## config.mk

```make
export PLATFORM = sky130hd
export DESIGN_NAME = priority_ready_queue_top
export DESIGN_NICKNAME = d
export VERILOG_FILES = /design/src/rprq_pkg.sv /design/src/rprq_ram.sv /design/src/rprq_cmp.sv /design/src/rprq_ctrl.sv /design/src/priority_ready_queue_top.sv
export SDC_FILE = /design/constraint.sdc
export NUM_CORES = 1
export LEC_CHECK = 0
export ABC_AREA = 1
export BUFFER_PORTS_ARGS = -buffer_cell sky130_fd_sc_hd__buf_4
export CAP_MARGIN = 40
export CORE_MARGIN = 10
export CORE_UTILIZATION = 26
export DETAILED_ROUTE_END_ITERATION = 8
export PLACE_DENSITY = 0.49
export SLEW_MARGIN = 20
export SYNTH_ARGS = -nofsm -noshare
export SYNTH_HDL_FRONTEND = slang
export SYNTH_SLANG_ARGS = --single-unit
```

## constraint.sdc

```tcl
create_clock -name clk -period 3.1 [get_ports clk]
set_input_delay 0.62 -clock clk [delete_from_list [all_inputs] [get_ports clk]]
set_output_delay 0.62 -clock clk [all_outputs]
set_load 0.01 [all_outputs]
```

## src/rprq_pkg.sv

```systemverilog
// ----------------------------------------------------------------------------
// rprq_pkg: shared types and constants of the priority ready queue
// Queue depth, derived widths, request and status codes, sequencer states.
// ----------------------------------------------------------------------------
package rprq_pkg;

	localparam int unsigned DEPTH = 32;                  // entries held, 2..63
	localparam int unsigned IW    = $clog2(DEPTH);       // entry index width
	localparam int unsigned CW    = $clog2(DEPTH + 1);   // entry count width
	localparam int unsigned OCC_W = 6;                   // occupancy field width

	typedef enum logic [1:0] {
		FN_ENQ = 2'd0,
		FN_POP = 2'd1,
		FN_RMV = 2'd2
	} func_t;

	typedef enum logic [1:0] {
		STS_OK     = 2'd0,
		STS_EMPTY  = 2'd1,
		STS_FULL   = 2'd2,
		STS_ABSENT = 2'd3
	} status_t;

	typedef enum logic [1:0] {
		S_IDLE,
		S_SCAN,
		S_SHIFT,
		S_DONE
	} state_t;

	typedef struct packed {
		logic [7:0] id;
		logic [7:0] prio;
	} entry_t;

	typedef struct packed {
		status_t          status;
		logic [7:0]       picked_id;
		logic [7:0]       picked_priority;
		logic [OCC_W-1:0] occupancy;
	} result_t;

	// handshake between sequencer and output register
	typedef struct packed {
		logic    valid;
		result_t data;
	} res_bus_t;

endpackage

```

## src/rprq_ram.sv

```systemverilog
// ----------------------------------------------------------------------------
// rprq_ram: generic single-write, single-read RAM
// One write port, one read port with registered read data.
// ----------------------------------------------------------------------------
module rprq_ram #(
	parameter int unsigned WIDTH = 16,
	parameter int unsigned DEPTH = 32
) (
	input  logic                     clk,
	input  logic                     we,
	input  logic [$clog2(DEPTH)-1:0] waddr,
	input  logic [WIDTH-1:0]         wdata,
	input  logic [$clog2(DEPTH)-1:0] raddr,
	output logic [WIDTH-1:0]         rdata
);

	logic [WIDTH-1:0] mem_q [DEPTH];

	always_ff @(posedge clk) begin
		if (we) begin
			mem_q[waddr] <= wdata;
		end
		rdata <= mem_q[raddr];
	end

endmodule

```

## src/rprq_cmp.sv

```systemverilog
// ----------------------------------------------------------------------------
// rprq_cmp: shared compare unit of the scan
// Pop: take the candidate if it is first or strictly more urgent.
// Remove: take the first candidate whose id matches the key.
// ----------------------------------------------------------------------------
module rprq_cmp import rprq_pkg::*; (
	input  func_t      mode,
	input  logic       first,
	input  entry_t     cand,
	input  entry_t     best,
	input  logic [7:0] key_id,
	output logic       hit
);

	always_comb begin
		unique case (mode)
			FN_POP:  hit = first || (cand.prio > best.prio);
			FN_RMV:  hit = first && (cand.id == key_id);
			default: hit = 1'b0;
		endcase
	end

endmodule

```

## src/rprq_ctrl.sv

```systemverilog
// ----------------------------------------------------------------------------
// rprq_ctrl: sequencer of the priority ready queue
// Append, scan for the pick through one compare unit, close up the gap.
// ----------------------------------------------------------------------------
module rprq_ctrl import rprq_pkg::*; (
	input  logic       clk,
	input  logic       arst_n,
	input  logic       req_valid,
	output logic       req_ready,
	input  func_t      req_func,
	input  logic [7:0] req_id,
	input  logic [7:0] req_prio,
	output res_bus_t   res,
	input  logic       res_take
);

	state_t          state_q, state_d;
	logic [CW-1:0]   count_q;
	logic [CW-1:0]   rd_q;
	logic [CW-1:0]   rd_dec;
	logic            vld_s1;
	logic [IW-1:0]   idx_s1;
	logic            found_q;
	logic [IW-1:0]   best_idx_q;
	entry_t          best_q;
	func_t           func_q;
	logic [7:0]      id_q;
	status_t         status_q;
	logic            accept, full, empty, issue, phase_end, hit;
	logic            mem_we;
	logic [IW-1:0]   mem_waddr;
	entry_t          mem_wdata, mem_rdata;

	assign accept = req_valid && req_ready;
	assign full   = (count_q == CW'(DEPTH));
	assign empty  = (count_q == '0);
	assign rd_dec = rd_q - CW'(1);

	always_ff @(posedge clk or negedge arst_n) begin
		if (!arst_n) begin
			state_q <= S_IDLE;
		end else begin
			state_q <= state_d;
		end
	end

	always_comb begin
		state_d   = state_q;
		req_ready = 1'b0;
		res.valid = 1'b0;
		res.data  = '{
			status:          status_q,
			picked_id:       best_q.id,
			picked_priority: best_q.prio,
			occupancy:       OCC_W'(count_q)
		};
		issue     = 1'b0;
		phase_end = 1'b0;
		unique case (state_q)
			S_IDLE: begin
				req_ready = 1'b1;
				if (req_valid) begin
					if ((req_func == FN_POP || req_func == FN_RMV) && !empty) begin
						state_d = S_SCAN;
					end else begin
						state_d = S_DONE;
					end
				end
			end
			S_SCAN: begin
				issue     = (rd_q < count_q);
				phase_end = !issue && !vld_s1;
				if (phase_end) begin
					state_d = found_q ? S_SHIFT : S_DONE;
				end
			end
			S_SHIFT: begin
				issue     = (rd_q < count_q);
				phase_end = !issue && !vld_s1;
				if (phase_end) begin
					state_d = S_DONE;
				end
			end
			S_DONE: begin
				res.valid = 1'b1;
				if (res_take) begin
					state_d = S_IDLE;
				end
			end
			default: state_d = S_IDLE;
		endcase
	end

	// control registers
	always_ff @(posedge clk or negedge arst_n) begin
		if (!arst_n) begin
			count_q <= '0;
			vld_s1  <= 1'b0;
			rd_q    <= '0;
			found_q <= 1'b0;
		end else begin
			vld_s1 <= issue;
			if (accept) begin
				rd_q    <= '0;
				found_q <= 1'b0;
				if (req_func == FN_ENQ && !full) begin
					count_q <= count_q + CW'(1);
				end
			end else if (issue) begin
				rd_q <= rd_q + CW'(1);
			end else if (state_q == S_SCAN && phase_end && found_q) begin
				rd_q <= CW'(best_idx_q) + CW'(1);
			end
			if (state_q == S_SCAN && vld_s1 && hit) begin
				found_q <= 1'b1;
			end
			if (state_q == S_SHIFT && phase_end) begin
				count_q <= count_q - CW'(1);
			end
		end
	end

	// request and pick payload
	always_ff @(posedge clk) begin
		if (accept) begin
			func_q <= req_func;
			id_q   <= req_id;
			best_q <= '0;
			case (req_func)
				FN_ENQ:  status_q <= full ? STS_FULL : STS_OK;
				FN_POP:  status_q <= empty ? STS_EMPTY : STS_OK;
				FN_RMV:  status_q <= empty ? STS_ABSENT : STS_OK;
				default: status_q <= STS_OK;
			endcase
		end
		if (issue) begin
			idx_s1 <= (state_q == S_SCAN) ? rd_q[IW-1:0] : rd_dec[IW-1:0];
		end
		if (state_q == S_SCAN && vld_s1 && hit) begin
			best_q     <= mem_rdata;
			best_idx_q <= idx_s1;
		end
		if (state_q == S_SCAN && phase_end && !found_q) begin
			status_q <= STS_ABSENT;
		end
	end

	rprq_cmp u_cmp (
		.mode   (func_q),
		.first  (!found_q),
		.cand   (mem_rdata),
		.best   (best_q),
		.key_id (id_q),
		.hit    (hit)
	);

	// append on enqueue, close up one slot per cycle while shifting
	always_comb begin
		if (state_q == S_SHIFT) begin
			mem_we    = vld_s1;
			mem_waddr = idx_s1;
			mem_wdata = mem_rdata;
		end else begin
			mem_we    = accept && (req_func == FN_ENQ) && !full;
			mem_waddr = count_q[IW-1:0];
			mem_wdata = '{id: req_id, prio: req_prio};
		end
	end

	rprq_ram #(
		.WIDTH ($bits(entry_t)),
		.DEPTH (DEPTH)
	) u_ram (
		.clk   (clk),
		.we    (mem_we),
		.waddr (mem_waddr),
		.wdata (mem_wdata),
		.raddr (rd_q[IW-1:0]),
		.rdata (mem_rdata)
	);

	a_count_bound: assert property (@(posedge clk) disable iff (!arst_n)
		count_q <= CW'(DEPTH))
		else $error("entry count above depth");

	a_shift_drops_one: assert property (@(posedge clk) disable iff (!arst_n)
		(state_q == S_SHIFT && phase_end) |=> (count_q == $past(count_q) - CW'(1)))
		else $error("shift did not drop exactly one entry");

	a_scan_in_range: assert property (@(posedge clk) disable iff (!arst_n)
		(state_q == S_SCAN && vld_s1) |-> (CW'(idx_s1) < count_q))
		else $error("scan read beyond valid entries");

	a_pick_in_range: assert property (@(posedge clk) disable iff (!arst_n)
		(state_q == S_SHIFT) |-> (found_q && CW'(best_idx_q) < count_q))
		else $error("shift without a valid pick");

endmodule

```

## src/priority_ready_queue_top.sv

```systemverilog
// ----------------------------------------------------------------------------
// priority_ready_queue_top: thread scheduler ready queue
// Stable priority queue: enqueue at the back, pop the most urgent (earliest
// among equals), remove by id. One status word per request word.
// ----------------------------------------------------------------------------
//
//  channel  dir  tdata (low bit up)                          tuser
//  s_*      in   thread_id[7:0], priority_req[15:8]          func[1:0]
//  m_*      out  picked_id[7:0], picked_priority[15:8],      status[1:0]
//                occupancy[21:16], zero pad[23:22]
//
//  Enqueue, a rejected request or an unused code goes from accept straight to the
//  done state. Pop / remove scan every held entry (one read per entry, through
//  the registered RAM read and the compare unit). A pick at index k then moves
//  each entry behind it down one slot; both passes are set by the single RAM
//  read port. Every result then passes the done state and the output register.
//  Reset clears the entry count and the control state; entry contents need no clearing.
//  s_tready is high only while the sequencer idles; a finished result waits in
//  the output register, so the next word is taken even while m_tready is low.
// ----------------------------------------------------------------------------
module priority_ready_queue_top import rprq_pkg::*; (
	input  logic        clk,
	input  logic        arst_n,
	input  logic        s_tvalid,
	output logic        s_tready,
	input  logic [15:0] s_tdata,   // thread_id, priority_req
	input  logic [1:0]  s_tuser,   // func
	output logic        m_tvalid,
	input  logic        m_tready,
	output logic [23:0] m_tdata,   // picked_id, picked_priority, occupancy
	output logic [1:0]  m_tuser    // status
);

	res_bus_t res;
	result_t  out_q;
	logic     m_valid_q;
	logic     res_take;

	// take a result when the output register is empty or being drained
	assign res_take = !m_valid_q || m_tready;

	rprq_ctrl u_ctrl (
		.clk       (clk),
		.arst_n    (arst_n),
		.req_valid (s_tvalid),
		.req_ready (s_tready),
		.req_func  (func_t'(s_tuser)),
		.req_id    (s_tdata[7:0]),
		.req_prio  (s_tdata[15:8]),
		.res       (res),
		.res_take  (res_take)
	);

	// output register: hold the word until the sink takes it
	always_ff @(posedge clk or negedge arst_n) begin
		if (!arst_n) begin
			m_valid_q <= 1'b0;
		end else if (res_take) begin
			m_valid_q <= res.valid;
		end
	end

	always_ff @(posedge clk) begin
		if (res_take && res.valid) begin
			out_q <= res.data;
		end
	end

	assign m_tvalid = m_valid_q;
	assign m_tuser  = out_q.status;
	assign m_tdata  = {2'b00, out_q.occupancy, out_q.picked_priority, out_q.picked_id};

endmodule

```

==> results.toml <==
[synth]
synth-seq-cells = 607
synthCells = 1876
synth_area_sq_mm = 0.0244
ys_seq_area_share_pct = 73.5
synth_warnings = 0
ys_types = 41
synth.avg_cell_area_sq_um = 13.0

[floorplanning]
ios = 50
core-area_sq_mm = 0.0933
row_count = 112
die_h_microns = 327
dieArea_sq_mm = 0.107
start_util_pct = 26.2
die_x_microns = 327

[worst_setup_path]
cp-end-kind = "flip-flop"
path_class = "reg -> reg"
r2r_start = "u_ctrl.count_q[5]"
start_kind = "flip-flop"
crit_path_max_fanout = 5
required_ns = 3.61
worstSetupStartpoint = "u_ctrl.count_q[5]"
arrival_ns = 3.45

[place]
port_buffers = 47
dp_hpwl_microns = 40100
place.gp.congestion = 0.804
pre_cts_ws_ns = 0.0795
placed_area_sq_mm = 0.0270

[finish]
syn2layout_area_growth_pct = 18.6
layout.nets = 2025
layout_commonest_cell = "edfxtp_1"
layout-drive-gt1-share_pct = 14.6
final_core_util_pct = 31.1
fin_area_sq_mm = 0.0290
final_cell_mix = "edfxtp_1 (572), nor2_1 (360), o21ai_0 (282), buf_4 (126), o221ai_1 (100)"
num-fill-cells = 9455

[hold_path]
worstHoldStart = "s_tdata[1]"
hp-class = "in -> reg"

[sta]
period_minus_slack_ns = 2.93
setup_viol = 0
relSlewSlack_pct = 45.9
hold_viol = 0
timing.final.ws_setup_ns = 0.165
worstMarginPinSlew_ns = 0.803
fin_skew_ns = 0.0117
tns_ns = 0
period_share_pct = 94.7
final_max_slew_viol_count = 0
fmax_mhz = 341

[status]
status = "complete, no violations"

[clock_tree]
insertion_delay_ns = 0.62
clk_path_buf_depth = 3
cts_buffers = 61
clock-sinks = 607
tritoncts = "done"
cts_root_buf = "clkbuf_16"
path_clk_slew_ns = 0.06
htreeDepth = 2

[global_route]
grt_pass1_vias = 15802
grt_max_degree = 135
overflow = 0
grt_pass1_wl_microns = 102000
grt_usage_pct = 12.4
antenna_found_initial = 0

[route]
drt_iter0_markers = 1244
drt_wl_total_microns = 68400
firstDrtPassIters = 5
viasPerCell = 4.77
vias = 15617
drc = 0
avgRoutedWirePerCell_microns = 20.9
ant_nets = 0

[pwr]
p_leak_uw = 0.00973
powerDensity_mw_per_mm2 = 689
vdd_drop_max_v = 0.000513

[run]
cap_violations = 0
[cells by family (layout without fill, tap and decap cells)]
group | Yosys count | count (layout) | share of synthesized area [%]
flops | 607 | 607 | 73.5
fa+ha+maj | 30 | 30 | 1.57
other cells | 1 | 3 | 0.0153
buf+inv | 196 | 341 | 3.49
xor+xnor | 10 | 10 | 0.358
simple gates | 529 | 529 | 8.86
compound gates | 503 | 503 | 12.2
[routing by layer]
metal,routed length [microns],vias up,GRT usage (%)
met5,0,-,0
met2,32300,490,20.5
met4,1800,0,3.53
met1,29700,7877,16.2
li1,-,7158,-
met3,4630,92,2.94
[per-stage QoR]
step / hold WS (ns) / std cells / power, uW
6_report: 0.205 / 3277 / 20000
5_1_grt: 0.166 / 3276 / 20800
4_1_cts: 0.160 / 3271 / 20200
3_5_place_dp: 0.405 / 3158 / 13000
3_3_place_gp: 0.401 / 3157 / 13000
2_1_floorplan: 0.324 / 1877 / 11600
[path summary, 6_finish.rpt]
check	endpoint	slack [ns]	depth (start not counted)
min in group asynchronous	u_ctrl.rd_q[0]	0.43	2
max in group asynchronous	u_ctrl.rd_q[1]	2.44	2
min	u_ctrl.id_q[1]	0.20	1
max	u_ctrl.count_q[5]	0.17	21
min reg2reg	m_tdata[6]	0.42	0
max reg2reg	u_ctrl.count_q[5]	0.17	21
[worst max-delay path: stages (launching register included)]
cell,delay [ns]
dfrtp_1,0.38
inv_1,0.08
ha_1,0.30
nand2_1,0.09
nor2_2,0.16
nand2_4,0.09
nand2_2,0.07
nand2_2,0.07
nor2_4,0.13
nand2_4,0.09
inv_2,0.10
buf_4,0.12
ha_1,0.22
nand3_1,0.09
nand2_1,0.09
a21oi_1,0.18
o21bai_1,0.11
or2_1,0.25
nand2_1,0.07
nand2_1,0.05
nand2_1,0.06
inv_1,0.04
[Yosys cell counts]
| cell | n | area [sq um] |
|---|---|---|
| nor4_1 | 2 | 12.5 |
| a21oi_2 | 1 | 8.76 |
| clkinv_1 | 1 | 3.75 |
| a211oi_1 | 1 | 7.51 |
| a32oi_1 | 1 | 8.76 |
| nor2_1 | 364 | 1370 |
| nand2_1 | 73 | 274 |
| xor2_1 | 6 | 52.6 |
| ha_1 | 29 | 363 |
| conb_1 | 1 | 3.75 |
| nand2_2 | 10 | 62.6 |
| o221ai_1 | 100 | 876 |
| or2_2 | 1 | 6.26 |
| nand4_1 | 15 | 93.8 |
| buf_1 | 6 | 22.5 |
| buf_2 | 31 | 155 |
| a21oi_1 | 42 | 210 |
| inv_1 | 72 | 270 |
| dfxtp_1 | 18 | 360 |
| edfxtp_1 | 572 | 17200 |
| nor3_1 | 3 | 15.0 |
| nand3_4 | 1 | 17.5 |
| o21ai_0 | 282 | 1410 |
| buf_6 | 2 | 22.5 |
| nor2_4 | 1 | 11.3 |
| nand3b_1 | 2 | 15.0 |
| inv_4 | 1 | 6.26 |
| xnor2_1 | 4 | 35.0 |
| a31oi_1 | 13 | 81.3 |
| nand2_4 | 1 | 11.3 |
| o22ai_1 | 35 | 219 |
| inv_2 | 2 | 7.51 |
| or2_1 | 1 | 6.26 |
| clkbuf_1 | 65 | 244 |
| buf_4 | 16 | 120 |
| fa_1 | 1 | 20.0 |
| dfrtp_1 | 17 | 425 |
| nand3_1 | 55 | 275 |
| o21ai_1 | 24 | 120 |
| o21bai_1 | 2 | 15.0 |
| o21ai_4 | 2 | 32.5 |
[where the power goes]
part           switching [uW]  internal, uW
clock network            3040          4090
registers                59.4          9350
logic                    2500           932
total                    5600         14400
[flip-flops by register name, summed over array words and instances, names as in the netlist, 2 cells and up]
register            flops
u_ctrl.func_q           2
u_ctrl.state_q          2
u_ctrl.status_q         2
u_ctrl.best_idx_q       5
u_ctrl.idx_s1           5
u_ctrl.count_q          6
m_tuser                 2
u_ctrl.id_q             8
u_ctrl.u_ram.rdata     16
m_tdata                22
u_ctrl.res             16
u_ctrl.u_ram.mem_q    512
u_ctrl.rd_q             6
[what timing repair did]
item	in CTS	in global routing
resized for setup	0	5
hold buffers	1	0
setup buffers	0	5
endpoints found under the hold margin	17	0
setup endpoints to repair	0	1
[final cells by class]
cell class	instances	area (sq um)	share of cell area [%]
Sequential cell	607	18000	62.0
Multi-Input combinational cell	1074	5730	19.8
Clock buffer	81	1700	5.88
Tap cell	1254	1570	5.41
Timing Repair Buffer	153	1480	5.12
Inverter	76	292	1.01
Clock inverter	31	239	0.824
Antenna cell	1	2.50	0.00863
Power figures use the tool's default switching activity.
